--- src/rtl/servo_pulse_train_sequencer_macros.svh ---
// Assertion helpers shared by the sequencer modules.
`ifndef SERVO_PULSE_TRAIN_SEQUENCER_MACROS_SVH
`define SERVO_PULSE_TRAIN_SEQUENCER_MACROS_SVH

// The consequent must hold in the same cycle as the antecedent.
`define SPTS_ASSERT_SAME(label, clk, rst_n, ante, cons) \
    label: assert property (@(posedge clk) disable iff (!rst_n) (ante) |-> (cons)) \
        else $error("sequencer check failed");

// The consequent must hold in the cycle after the antecedent.
`define SPTS_ASSERT_NEXT(label, clk, rst_n, ante, cons) \
    label: assert property (@(posedge clk) disable iff (!rst_n) (ante) |=> (cons)) \
        else $error("sequencer check failed");

`endif

--- src/rtl/spts_pkg.sv ---
package spts_pkg;

    localparam int NUM_CHANNELS = 4;
    localparam int NUM_SLOTS    = 5;
    localparam int WIDTH_BITS   = 16;
    localparam int LEN_BITS     = 16;
    localparam int SLOT_BITS    = 3;
    localparam int CFG_ADDR_BITS = 3;
    localparam int CFG_DATA_BITS = 16;
    localparam int QUEUE_DEPTH  = 4;

    localparam int COUNTER_BITS_DEFAULT = 16;
    localparam int RESET_COMPARE        = 625;

    localparam logic [SLOT_BITS-1:0] GAP_SLOT = 3'd4;

    typedef enum logic [CFG_ADDR_BITS-1:0] {
        CFG_SCALE_MODE   = 3'd0,
        CFG_FRAME_PERIOD = 3'd1,
        CFG_ALLOWANCE    = 3'd2,
        CFG_MIN_WIDTH    = 3'd3,
        CFG_MAX_WIDTH    = 3'd4
    } t_cfg_idx;

    typedef logic [NUM_SLOTS-1:0][LEN_BITS-1:0] t_slot_lens;

    // One queued item: either a tick or a full set of slot lengths.
    typedef struct packed {
        logic       load;
        t_slot_lens lens;
    } t_entry;

    typedef struct packed {
        logic not_full;
        logic not_empty;
    } t_q_status;

endpackage

--- src/rtl/spts_front.sv ---
module spts_front (
    input  logic                                i_clk,
    input  logic                                i_rst_n,
    input  logic                                i_cfg_we,
    input  logic [spts_pkg::CFG_ADDR_BITS-1:0]  i_cfg_addr,
    input  logic [spts_pkg::CFG_DATA_BITS-1:0]  i_cfg_wdata,
    input  logic                                i_valid,
    output logic                                o_ready,
    input  logic                                i_load,
    input  logic [spts_pkg::NUM_CHANNELS-1:0][spts_pkg::WIDTH_BITS-1:0] i_widths,
    input  spts_pkg::t_q_status                 i_q_status,
    output logic                                o_push,
    output spts_pkg::t_entry                    o_entry
);

    localparam int WB = spts_pkg::WIDTH_BITS;
    localparam int NC = spts_pkg::NUM_CHANNELS;
    localparam int SUM_BITS = WB + 2;

    logic          r_scale_mode;
    logic [15:0]   r_period;
    logic [7:0]    r_allowance;
    logic [15:0]   r_min_width;
    logic [15:0]   r_max_width;

    // Widths in microseconds to ticks, minus the allowance, modulo 2^16.
    function automatic logic [spts_pkg::LEN_BITS-1:0] to_ticks(
        input logic         mode,
        input logic [15:0]  us,
        input logic [7:0]   allow
    );
        logic [17:0] t;
        if (mode) begin
            t = {1'b0, us, 1'b0} + {3'b000, us[15:1]};
        end else begin
            t = {2'b00, us} + {4'b0000, us[15:2]};
        end
        t = t - {10'd0, allow};
        return t[spts_pkg::LEN_BITS-1:0];
    endfunction

    always_ff @(posedge i_clk) begin
        if (!i_rst_n) begin
            r_scale_mode <= 1'b0;
            r_period     <= 16'd20000;
            r_allowance  <= 8'd8;
            r_min_width  <= 16'd1000;
            r_max_width  <= 16'd2000;
        end else if (i_cfg_we) begin
            unique case (i_cfg_addr)
                spts_pkg::CFG_SCALE_MODE:   r_scale_mode <= i_cfg_wdata[0];
                spts_pkg::CFG_FRAME_PERIOD: r_period     <= i_cfg_wdata;
                spts_pkg::CFG_ALLOWANCE:    r_allowance  <= i_cfg_wdata[7:0];
                spts_pkg::CFG_MIN_WIDTH:    r_min_width  <= i_cfg_wdata;
                spts_pkg::CFG_MAX_WIDTH:    r_max_width  <= i_cfg_wdata;
                default: ;
            endcase
        end
    end

    // Three stages: clamp, scale and sum, gap conversion at the queue input.
    logic                       r_a_valid, r_b_valid, r_c_valid;
    logic                       r_a_load, r_b_load, r_c_load;
    logic [NC-1:0][WB-1:0]      r_a_w, n_a_w;
    logic [NC-1:0][15:0]        r_b_len, n_b_len, r_c_len;
    logic [SUM_BITS-1:0]        r_b_sum, n_b_sum;
    logic [15:0]                r_c_diff;
    logic                       r_c_lt;
    logic                       en;

    assign en      = !r_c_valid || i_q_status.not_full;
    assign o_ready = en;

    always_comb begin
        for (int i = 0; i < NC; i++) begin
            if (i_widths[i] > r_max_width) begin
                n_a_w[i] = r_max_width;
            end else if (i_widths[i] < r_min_width) begin
                n_a_w[i] = r_min_width;
            end else begin
                n_a_w[i] = i_widths[i];
            end
        end
    end

    always_comb begin
        for (int i = 0; i < NC; i++) begin
            n_b_len[i] = to_ticks(r_scale_mode, r_a_w[i], r_allowance);
        end
        n_b_sum = (SUM_BITS'(r_a_w[0]) + SUM_BITS'(r_a_w[1]))
                + (SUM_BITS'(r_a_w[2]) + SUM_BITS'(r_a_w[3]));
    end

    always_ff @(posedge i_clk) begin
        if (!i_rst_n) begin
            r_a_valid <= 1'b0;
            r_b_valid <= 1'b0;
            r_c_valid <= 1'b0;
        end else if (en) begin
            r_a_valid <= i_valid;
            r_b_valid <= r_a_valid;
            r_c_valid <= r_b_valid;
        end
    end

    always_ff @(posedge i_clk) begin
        if (en) begin
            r_a_load <= i_load;
            r_a_w    <= n_a_w;
            r_b_load <= r_a_load;
            r_b_len  <= n_b_len;
            r_b_sum  <= n_b_sum;
            r_c_load <= r_b_load;
            r_c_len  <= r_b_len;
            r_c_lt   <= r_b_sum < SUM_BITS'(r_period);
            r_c_diff <= r_period - r_b_sum[15:0];
        end
    end

    always_comb begin
        o_push       = r_c_valid && i_q_status.not_full;
        o_entry.load = r_c_load;
        for (int i = 0; i < NC; i++) begin
            o_entry.lens[i] = r_c_len[i];
        end
        o_entry.lens[spts_pkg::GAP_SLOT] =
            r_c_lt ? to_ticks(r_scale_mode, r_c_diff, r_allowance) : '0;
    end

endmodule

--- src/rtl/spts_queue.sv ---
`include "servo_pulse_train_sequencer_macros.svh"

module spts_queue (
    input  logic                 i_clk,
    input  logic                 i_rst_n,
    input  logic                 i_push,
    input  spts_pkg::t_entry     i_entry,
    input  logic                 i_pop,
    output spts_pkg::t_entry     o_entry,
    output spts_pkg::t_q_status  o_status
);

    localparam int DEPTH = spts_pkg::QUEUE_DEPTH;
    localparam int PTR_BITS = $clog2(DEPTH);
    localparam int CNT_BITS = $clog2(DEPTH + 1);

    spts_pkg::t_entry       r_mem [DEPTH];
    logic [PTR_BITS-1:0]    r_wr_ptr, r_rd_ptr;
    logic [CNT_BITS-1:0]    r_count;

    assign o_status.not_full  = r_count != CNT_BITS'(DEPTH);
    assign o_status.not_empty = r_count != '0;
    assign o_entry            = r_mem[r_rd_ptr];

    always_ff @(posedge i_clk) begin
        if (i_push) begin
            r_mem[r_wr_ptr] <= i_entry;
        end
    end

    always_ff @(posedge i_clk) begin
        if (!i_rst_n) begin
            r_wr_ptr <= '0;
            r_rd_ptr <= '0;
            r_count  <= '0;
        end else begin
            if (i_push) begin
                r_wr_ptr <= (r_wr_ptr == PTR_BITS'(DEPTH - 1)) ? '0 : r_wr_ptr + 1'b1;
            end
            if (i_pop) begin
                r_rd_ptr <= (r_rd_ptr == PTR_BITS'(DEPTH - 1)) ? '0 : r_rd_ptr + 1'b1;
            end
            if (i_push && !i_pop) begin
                r_count <= r_count + 1'b1;
            end else if (i_pop && !i_push) begin
                r_count <= r_count - 1'b1;
            end
        end
    end

    `SPTS_ASSERT_SAME(a_no_overflow, i_clk, i_rst_n, i_push, o_status.not_full)
    `SPTS_ASSERT_SAME(a_no_underflow, i_clk, i_rst_n, i_pop, o_status.not_empty)

endmodule

--- src/rtl/spts_back.sv ---
`include "servo_pulse_train_sequencer_macros.svh"

module spts_back #(
    parameter int COUNTER_BITS = spts_pkg::COUNTER_BITS_DEFAULT
) (
    input  logic                              i_clk,
    input  logic                              i_rst_n,
    input  spts_pkg::t_q_status               i_q_status,
    input  spts_pkg::t_entry                  i_entry,
    output logic                              o_pop,
    output logic                              o_valid,
    input  logic                              i_ready,
    output logic [spts_pkg::NUM_CHANNELS-1:0] o_pins,
    output logic [spts_pkg::SLOT_BITS-1:0]    o_slot,
    output logic                              o_advanced
);

    localparam int NS = spts_pkg::NUM_SLOTS;
    localparam int SB = spts_pkg::SLOT_BITS;
    localparam int NC = spts_pkg::NUM_CHANNELS;

    logic [COUNTER_BITS-1:0]      r_tick, n_tick, tick_inc;
    logic [COUNTER_BITS-1:0]      r_compare, n_compare;
    logic [SB-1:0]                r_slot, n_slot;
    logic [NC-1:0]                r_pins, n_pins;
    spts_pkg::t_slot_lens         r_lens, n_lens;
    logic                         n_adv;
    logic                         r_out_valid;
    logic [NC-1:0]                r_o_pins;
    logic [SB-1:0]                r_o_slot;
    logic                         r_o_adv;
    logic                         match;

    assign o_pop    = i_q_status.not_empty && (!r_out_valid || i_ready);
    assign tick_inc = r_tick + 1'b1;
    assign match    = tick_inc == r_compare;

    always_comb begin
        n_tick    = r_tick;
        n_compare = r_compare;
        n_slot    = r_slot;
        n_pins    = r_pins;
        n_lens    = r_lens;
        n_adv     = 1'b0;
        if (i_entry.load) begin
            n_lens = i_entry.lens;
        end else begin
            n_tick = tick_inc;
            if (match) begin
                n_adv  = 1'b1;
                n_tick = '0;
                n_slot = r_slot + 1'b1;
                unique case (r_slot)
                    3'd0: n_pins = (r_pins & 4'b1110) | 4'b0010;
                    3'd1: n_pins = (r_pins & 4'b1101) | 4'b0100;
                    3'd2: n_pins = (r_pins & 4'b1011) | 4'b1000;
                    3'd3: n_pins = r_pins & 4'b0111;
                    default: begin
                        // The gap slot, and any stray index, restarts the frame.
                        n_pins = r_pins | 4'b0001;
                        n_slot = '0;
                    end
                endcase
                n_compare = COUNTER_BITS'(r_lens[n_slot]);
            end
        end
    end

    always_ff @(posedge i_clk) begin
        if (!i_rst_n) begin
            r_tick      <= '0;
            r_compare   <= COUNTER_BITS'(spts_pkg::RESET_COMPARE);
            r_slot      <= '0;
            r_pins      <= '0;
            r_lens      <= '0;
            r_out_valid <= 1'b0;
        end else begin
            if (o_pop) begin
                r_tick    <= n_tick;
                r_compare <= n_compare;
                r_slot    <= n_slot;
                r_pins    <= n_pins;
                r_lens    <= n_lens;
            end
            if (o_pop) begin
                r_out_valid <= 1'b1;
            end else if (i_ready) begin
                r_out_valid <= 1'b0;
            end
        end
    end

    always_ff @(posedge i_clk) begin
        if (o_pop) begin
            r_o_pins <= n_pins;
            r_o_slot <= n_slot;
            r_o_adv  <= n_adv;
        end
    end

    assign o_valid    = r_out_valid;
    assign o_pins     = r_o_pins;
    assign o_slot     = r_o_slot;
    assign o_advanced = r_o_adv;

    `SPTS_ASSERT_SAME(a_slot_range, i_clk, i_rst_n, 1'b1, r_slot <= spts_pkg::GAP_SLOT)
    `SPTS_ASSERT_SAME(a_one_pin_high, i_clk, i_rst_n, 1'b1, $onehot0(r_pins))
    `SPTS_ASSERT_NEXT(a_clear_on_advance, i_clk, i_rst_n, o_pop && n_adv, r_tick == '0)

endmodule

--- src/rtl/servo_pulse_train_sequencer.sv ---
// Servo pulse train sequencer.
// Slave stream: one item per transfer. tuser is the opcode (0 = timer tick,
// 1 = load four widths); tdata carries the four widths in microseconds.
// Master stream: one result per input item, in order, giving pin levels,
// the slot now being timed and whether this tick moved to the next slot.
// Configuration: a write strobe, a register index and 16-bit data; writes
// land at the clock edge and must be made only while no item is in
// flight; the block itself does not enforce this.
// An item passes three front stages that clamp, scale and size the gap,
// then the queue, then the timer stage that drives the output register.
// Throughput: one item per cycle while the receiver keeps up; the timer stage
// updates counter and compare value together, so ticks can arrive back to back.
// A four-entry queue sits between the front stages and the timer stage.
// When the receiver stalls, the output register holds, the queue fills and
// then s_axis_tready drops; no item is lost.
// Reset (synchronous, active low) restores the register defaults, clears
// the counter, the slot index, the slot lengths and the pins, and loads the
// compare value with 625.
module servo_pulse_train_sequencer #(
    parameter int COUNTER_BITS = spts_pkg::COUNTER_BITS_DEFAULT
) (
    input  logic                               i_clk,
    input  logic                               i_rst_n,
    input  logic                               i_cfg_we,
    input  logic [spts_pkg::CFG_ADDR_BITS-1:0] i_cfg_addr,
    input  logic [spts_pkg::CFG_DATA_BITS-1:0] i_cfg_wdata,
    input  logic                               s_axis_tvalid,
    output logic                               s_axis_tready,
    // width_a_us, width_b_us, width_c_us, width_d_us
    input  logic [63:0]                        s_axis_tdata,
    // opcode
    input  logic                               s_axis_tuser,
    output logic                               m_axis_tvalid,
    input  logic                               m_axis_tready,
    // pin_levels, active_slot, one zero pad bit
    output logic [7:0]                         m_axis_tdata,
    // slot_advanced
    output logic                               m_axis_tuser
);

    localparam int NC = spts_pkg::NUM_CHANNELS;
    localparam int WB = spts_pkg::WIDTH_BITS;

    logic [NC-1:0][WB-1:0]         widths;
    spts_pkg::t_q_status           q_status;
    spts_pkg::t_entry              push_entry, pop_entry;
    logic                          push, pop;
    logic [NC-1:0]                 pins;
    logic [spts_pkg::SLOT_BITS-1:0] slot;

    always_comb begin
        for (int i = 0; i < NC; i++) begin
            widths[i] = s_axis_tdata[i*WB +: WB];
        end
    end

    spts_front u_front (
        .i_clk      (i_clk),
        .i_rst_n    (i_rst_n),
        .i_cfg_we   (i_cfg_we),
        .i_cfg_addr (i_cfg_addr),
        .i_cfg_wdata(i_cfg_wdata),
        .i_valid    (s_axis_tvalid),
        .o_ready    (s_axis_tready),
        .i_load     (s_axis_tuser),
        .i_widths   (widths),
        .i_q_status (q_status),
        .o_push     (push),
        .o_entry    (push_entry)
    );

    spts_queue u_queue (
        .i_clk    (i_clk),
        .i_rst_n  (i_rst_n),
        .i_push   (push),
        .i_entry  (push_entry),
        .i_pop    (pop),
        .o_entry  (pop_entry),
        .o_status (q_status)
    );

    spts_back #(
        .COUNTER_BITS(COUNTER_BITS)
    ) u_back (
        .i_clk      (i_clk),
        .i_rst_n    (i_rst_n),
        .i_q_status (q_status),
        .i_entry    (pop_entry),
        .o_pop      (pop),
        .o_valid    (m_axis_tvalid),
        .i_ready    (m_axis_tready),
        .o_pins     (pins),
        .o_slot     (slot),
        .o_advanced (m_axis_tuser)
    );

    assign m_axis_tdata = {1'b0, slot, pins};

endmodule
--- config.mk ---
export PLATFORM = sky130hd
export DESIGN_NAME = servo_pulse_train_sequencer
export DESIGN_NICKNAME = d
export VERILOG_FILES = /design/src/rtl/spts_pkg.sv /design/src/rtl/spts_front.sv /design/src/rtl/spts_queue.sv /design/src/rtl/spts_back.sv /design/src/rtl/servo_pulse_train_sequencer.sv
export VERILOG_INCLUDE_DIRS = /design/src /design/src/rtl
export SDC_FILE = /design/constraint.sdc
export NUM_CORES = 2
export LEC_CHECK = 0
export ABC_AREA = 1
export BUFFER_PORTS_ARGS = -buffer_cell sky130_fd_sc_hd__buf_2
export CORE_ASPECT_RATIO = 2
export CORE_UTILIZATION = 55
export DETAILED_ROUTE_END_ITERATION = 8
export PLACE_DENSITY = 0.73
export RECOVER_POWER = 100
export SYNTH_ARGS = -nofsm -noshare
export SYNTH_HDL_FRONTEND = slang
export SYNTH_SLANG_ARGS = --single-unit
--- constraint.sdc ---
create_clock -name i_clk -period 12.18 [get_ports i_clk]
set_clock_uncertainty 0.2 [all_clocks]
set_input_delay 1.218 -clock i_clk [delete_from_list [all_inputs] [get_ports i_clk]]
set_output_delay 1.218 -clock i_clk [all_outputs]
set_load 0.005 [all_outputs]
# Word level (Yosys, flattened, before mapping)
# Memories as Yosys holds them, arrays and structs flattened. A register that Yosys moved wholly into a read port is not among the register bits.
# Index checks and enable logic that the tools add are counted.
[totals]
reg_bits = 425
ramBits = 324
input_bits = 89
word_cells = 150
memories = 1
[op_classes]
n_addsub = 25
order_cmp = 10
eq_ne = 11
n_mux = 36
bitwise_logic = 1
reduce_logical = 24
[memory_table]
columns = ["memory", "words", "word_bits", "rd", "rd_ports_with_merged_regs", "write_ports", "line", "source"]
rows = [
  ["u_queue.r_mem", 4, 81, 1, 1, 1, "spts_queue.sv:17", "spts_pkg::t_entry r_mem [DEPTH];"],
]
[ops]
columns = ["operator", "n"]
rows = [
  ["two-way mux 16 bit", 16],
  ["adder 16 x 14 -> 16 bit", 5],
  ["adder 16 x 15 -> 16 bit", 5],
  ["subtractor 16 x 8 -> 16 bit", 5],
  ["greater-than comparator 16 bit", 4],
  ["less-than comparator 16 bit", 4],
  ["binary-select mux 16 bit (select 3 bit)", 1],
  ["adder 16 x 16 -> 17 bit", 2],
  ["two-way mux 3 bit", 7],
  ["adder 18 bit", 1],
  ["less-than comparator 18 x 16 -> 1 bit", 1],
  ["adder 16 x 1 -> 16 bit, second input constant", 1],
  ["== test 16 bit", 1],
  ["one-hot mux 4 bit (4 select lines)", 1],
  ["subtractor 16 bit", 1],
  ["AND reduction 2 bit", 7],
  ["== test 3 x 2 -> 1 bit, second input constant", 4],
  ["two-way mux 2 bit", 4],
  ["two-way mux 4 bit", 2],
  ["adder 3 x 1 -> 3 bit, second input constant", 2],
  ["== test 3 x 1 -> 1 bit, second input constant", 2],
  ["zero test 3 bit", 2],
  ["two-way mux 1 bit", 5],
  ["adder 2 x 1 -> 2 bit, second input constant", 2],
  ["13 further kinds", 22],
]

# Logic depth before layout (Yosys ltp)
[depth]
depth_word = 7
ltp_mapped = 20
depth_no_buf = 20

# By module
# Synthesis repeated with hierarchy kept, for this count alone.
[unflattened]
cells_unflattened = 4715
area_unflattened_um2 = 42321.8
[modules_own_cells]
columns = ["mod", "instances", "cells_per_inst", "area_each_um2", "seq_area_each_um2"]
rows = [
  ["spts_front", 1, 2906, 23286.1, 8107.8],
  ["spts_queue", 1, 843, 12544.5, 9909.5],
  ["spts_back", 1, 964, 6480.0, 2642.5],
  ["servo_pulse_train_sequencer", 1, 2, 11.3, 0.0],
]

# Least setup slack after synthesis
# Ideal clock, no wire load.
[synth_timing]
kind = "register to register"
from = "register u_queue.r_count[0]"
to = "register u_front.r_c_len, in the netlist u_front.o_entry[0] (enable)"
setup_ns = 2.402
t_arrival_ns = 5.746
setup_slack_ns = 3.832
path_stages_with_launch = 3
synth_period_minus_slack_ns = 8.348
path_cell_list = "dfxtp_1 > nor2_1 > nand3_1"
[synth_via]
elab_chain_cells = 2
[synth_rtl]
columns = ["item", "line", "source"]
rows = [
  ["from (decl)", "spts_queue.sv:19", "logic [CNT_BITS-1:0] r_count;"],
  ["from (signal assigned)", "spts_queue.sv:44", "r_count <= r_count + 1'b1;"],
  ["from (signal assigned)", "spts_queue.sv:46", "r_count <= r_count - 1'b1;"],
  ["!= test 3 bit", "spts_queue.sv:21", "assign o_status.not_full = r_count != CNT_BITS'(DEPTH);"],
  ["logical OR 1 bit", "spts_front.sv:71", "assign en = !r_c_valid || i_q_status.not_full;"],
  ["named net s_axis_tready", "servo_pulse_train_sequencer.sv:28", "output logic s_axis_tready,"],
  ["to (signal assigned)", "spts_front.sv:114", "r_c_len <= r_b_len;"],
  ["to (decl)", "spts_front.sv:65", "logic [NC-1:0][15:0] r_b_len, n_b_len, r_c_len;"],
]
# The timed path passes the listed nets, and every way through them passes these cells.
# A chain may end at the register's enable or synchronous reset.

# Worst setup path after layout
[layout_timing]
from = "register u_queue.r_count[0]"
to = "register u_front.r_a_w[38] (netlist name) (enable)"
[layout_via]
elab_chain_cells = 2
[layout_rtl]
columns = ["item", "line", "source"]
rows = [
  ["!= test 3 bit", "spts_queue.sv:21", ""],
  ["logical OR 1 bit", "spts_front.sv:71", ""],
  ["to (signal assigned)", "spts_front.sv:109", "r_a_w <= n_a_w;"],
  ["to (decl)", "spts_front.sv:64", "logic [NC-1:0][WB-1:0] r_a_w, n_a_w;"],
]
# No other way between the ends.

==> metrics.log <==
INFO  metric status = finished, violations left
INFO  metric violations = capacitance limit, slew limit
INFO  metric critical_path.max_fanout = 66
INFO  metric p_sw = 4160 uW
INFO  metric fin_total_pwr = 10300 uW
INFO  metric yosys_register_bits = 751
INFO  metric max-clock-path-buffers = 3
INFO  metric critical-path-top-delay-family = buffers and inverters
INFO  metric synth_flop_cell = sky130_fd_sc_hd__edfxtp_1
INFO  metric synth_area_leaders = sky130_fd_sc_hd__edfxtp_1, sky130_fd_sc_hd__ha_1, sky130_fd_sc_hd__dfxtp_1
INFO  metric detail_route.vias_per_cell = 5.76
INFO  metric grt_overflow_total = 0
INFO  metric vdd_ir_drop_max = 129 uV
INFO  metric initialDrtViolationCount = 1925
INFO  metric seq_power_share = 38.0%
INFO  metric netSwitchingFraction = 40.3%
INFO  metric maxSlewViolCount = 977
INFO  metric worst-endpoint-required = 12.14 ns
INFO  metric antenna_found_initial = 8
INFO  metric synthTopCellsByCount = sky130_fd_sc_hd__nand2_1, sky130_fd_sc_hd__edfxtp_1, sky130_fd_sc_hd__nor2_1
INFO  metric routed_wl = 125 mm
INFO  metric post-synth-top-area-fraction = 40.3%
INFO  metric slowest_delay = 2.85 ns
INFO  metric synth_edf_count = 562
INFO  metric critPathBufInv = 2
INFO  metric drive_above_1_share = 5.62%
INFO  metric max-cap-violations = 20
INFO  metric ys_seq_area_share = 49.4%
INFO  metric synth_largest_area_cell = sky130_fd_sc_hd__edfxtp_1
INFO  metric kind_of_path_behind_the_tightest_hold_check = reg2reg
INFO  metric synth.lib_cells_used.distinct = 56
INFO  metric placement.io_buffers = 98
INFO  metric first_pass_iters = 6
INFO  metric cts.htree.levels = 3
INFO  metric critical_path.slowest_cell = sky130_fd_sc_hd__clkbuf_1
INFO  metric worstRegToRegCells = 4
INFO  metric dp.final_hpwl = 93.5 mm
INFO  metric number_of_buffers_created_by_cts = 68
INFO  metric worstMarginPinSlew = 4.03 ns
INFO  metric maximum_number_of_pins_on_one_net_before_global_route_repair = 91
INFO  metric starting_density_of_the_core = 55.7%
INFO  metric die-width = 197 um
INFO  metric globalRouteTotalUtil = 33.0%
INFO  metric die-height = 392 um
INFO  metric number_of_nets_with_antenna_violations_after_detailed_routing = 0
INFO  metric critical_path_depth = 4
INFO  metric fp.coreArea = 75200 um^2
INFO  metric setup.worst_path.end_class = flip-flop
INFO  metric grt_pass1_vias = 33000
INFO  metric crit_type = reg2reg
INFO  metric wl_per_cell = 21.6 um
INFO  metric cts_hold_repair.buffers = 0
INFO  metric static-leakage-power = 0.0189 uW
INFO  metric dr_total_vias = 33500
INFO  metric fmaxAchievable = 136 MHz
INFO  metric hold_violations = 0
INFO  metric path_clk_slew = 0.06 ns
INFO  metric cp-start-kind = flip-flop
INFO  metric std_cell_rows = 142
INFO  metric wire_length_of_the_first_global_routing_pass = 188 mm
INFO  metric cts_resized = 0
INFO  metric asyncSetResetFlopFracSynth = 0%
INFO  metric clock_latency = 0.63 ns
INFO  metric relSlewSlack = -169%
INFO  metric timing.hold.worst_path_depth = 0
INFO  metric internal_power_component = 6170 uW
INFO  metric detail_route.drc_violations = 0
INFO  metric syn-cell-area = 41800 um^2
INFO  metric boundaryPins = 100
INFO  metric syn-num-nets = 5128
INFO  metric worst-endpoint-arrival = 7.29 ns
INFO  metric area_growth = 8.74%
INFO  metric cellPowerDensity = 227 nW/um^2
INFO  metric post-route-min-period = 7.34 ns
INFO  metric yosysWarnings = 0
INFO  metric synth_area_per_cell = 8.91 um^2
INFO  metric critical_path.most_common_cell = sky130_fd_sc_hd__clkbuf_1
INFO  metric final.period_utilization = 60.2%
INFO  metric crit_path_cell_trace = nor2_1 -> nand3_1 -> clkbuf_1 -> clkbuf_1
INFO  metric cts_setup_buffers = 0
INFO  metric grt_setup_unrepaired = false
INFO  metric die_area = 77300 um^2
INFO  metric synthesis.instances = 4698
INFO  metric clock_power_share = 21.3%
INFO  metric cts_sinks = 751
INFO  metric clk_root_buffer_cell = sky130_fd_sc_hd__clkbuf_16
INFO  metric cts_tree = built
INFO  metric setup_viol = 0
INFO  metric most_instantiated_library_cell_after_synthesis = sky130_fd_sc_hd__nand2_1
INFO  metric power.combinational.fraction = 40.6%
INFO  metric globalplace.congestion = 1.00
INFO  metric numnets_final = 5179
INFO  metric final_total_negative_setup_slack = 0 ns
[power by group through the flow]
stage | clock network [uW] | registers [uW] | logic (uW)
floorplan | 0 | 3770 | 3080
global placement | 0 | 3950 | 4070
detailed placement | 0 | 3970 | 4150
CTS | 2230 | 3910 | 4170
global route | 2330 | 3960 | 4710
finish | 2210 | 3930 | 4200
[cells in the final DEF, fill, tap and decap left out, drive strengths merged, types with 5 or more instances in the layout]
master | Yosys | final
nand2 | 855 | 855
diode | 0 | 10
buf | 28 | 120
a21oi | 381 | 381
o21a | 9 | 9
o22ai | 49 | 49
xor2 | 81 | 81
nand3 | 329 | 329
edfxtp | 562 | 562
clkbuf | 132 | 98
ha | 326 | 326
mux2i | 5 | 5
nand3b | 10 | 10
bufinv | 0 | 8
dfxtp | 189 | 189
nand4 | 52 | 52
fa | 15 | 15
o21bai | 14 | 14
clkinvlp | 0 | 7
clkinv | 2 | 26
nor2 | 508 | 508
inv | 431 | 438
a21boi | 6 | 6
o211ai | 14 | 14
xnor2 | 43 | 43
a21o | 18 | 18
o21ai | 497 | 497
a31oi | 86 | 86
nor3 | 23 | 23
[final timing paths]
check,from,endpoint,slack (ns)
setup / recovery,u_queue.r_count[0],u_front.r_a_w[38],4.84
hold / removal,u_front.r_b_len[25],u_front.o_entry[25],0.21
setup reg to reg,u_queue.r_count[0],u_front.r_a_w[38],4.84
hold reg to reg,u_front.r_b_len[25],u_front.o_entry[25],0.21
[registers in the layout (all words and copies together) (netlist names), 2 cells and up, named ones only]
signal and count:
u_back.o_slot 3, u_front.r_b_len 64, u_front.r_allowance 8, u_back.r_compare 16, u_queue.r_mem 324, u_back.o_pins 4
u_front.o_entry 64, u_queue.r_count 3, u_queue.r_wr_ptr 2, u_front.r_period 16, u_front.r_a_w 64, u_back.r_tick 16
u_front.r_min_width 16, u_queue.r_rd_ptr 2, u_front.r_c_diff 16, u_back.r_pins 4, u_front.r_b_sum 18, u_back.r_slot 3
u_back.r_lens 80, u_front.r_max_width 16
[area by class of cell]
class                      count  area [um^2]
fill                        6580        29600
tap                         1008         1260
timing repair buffer         141          751
inverter                     433         1630
clock buffer                  77         1760
clock inverter                46          512
antenna                       10         25.0
sequential                   751        20700
multi-input combinational   3354        18900
[routing by layer]
metal	part of all wire [%]	vias up	GRT usage, %
li1	-	16400	-
met5	0	-	0
met2	52	1012	60.4
met4	12	0	35.3
met1	32	15600	29.5
met3	4.1	487	4.83
[stage by stage]
step	instance area (um^2)	utilization (%)	setup WS (ns)	std cells	hold slack, ns
CTS	45600	60.7	8.01	5810	0.214
global placement	43400	57.7	7.88	5687	0.200
detailed placement	43400	57.7	7.93	5687	0.205
finish	45500	60.5	4.84	5820	0.209
global route	45500	60.5	4.40	5817	0.218
floorplan	41800	-	3.83	4698	0.200
[worst register-to-register path, cell delays in order (launching register included)]
cell and delay [ns]:
sky130_fd_sc_hd__dfxtp_1 0.40, sky130_fd_sc_hd__nor2_1 0.12, sky130_fd_sc_hd__nand3_1 0.80, sky130_fd_sc_hd__clkbuf_1 2.87
sky130_fd_sc_hd__clkbuf_1 2.43
[logic make-up after synthesis]
group                    Yosys count  share of synthesized area (%)
AO/OA/AOI/OAI                   1091                           14.0
buffers and inverters            593                           5.39
adder cells (fa/ha/maj)          341                           10.5
XOR/XNOR                         126                           2.71
AND/OR/NAND/NOR                 1790                           18.0
multiplexers                       5                          0.120
flip-flops                       751                           49.4
other                              1                        0.00896
No activity file was read; power rests on OpenSTA's default activity.
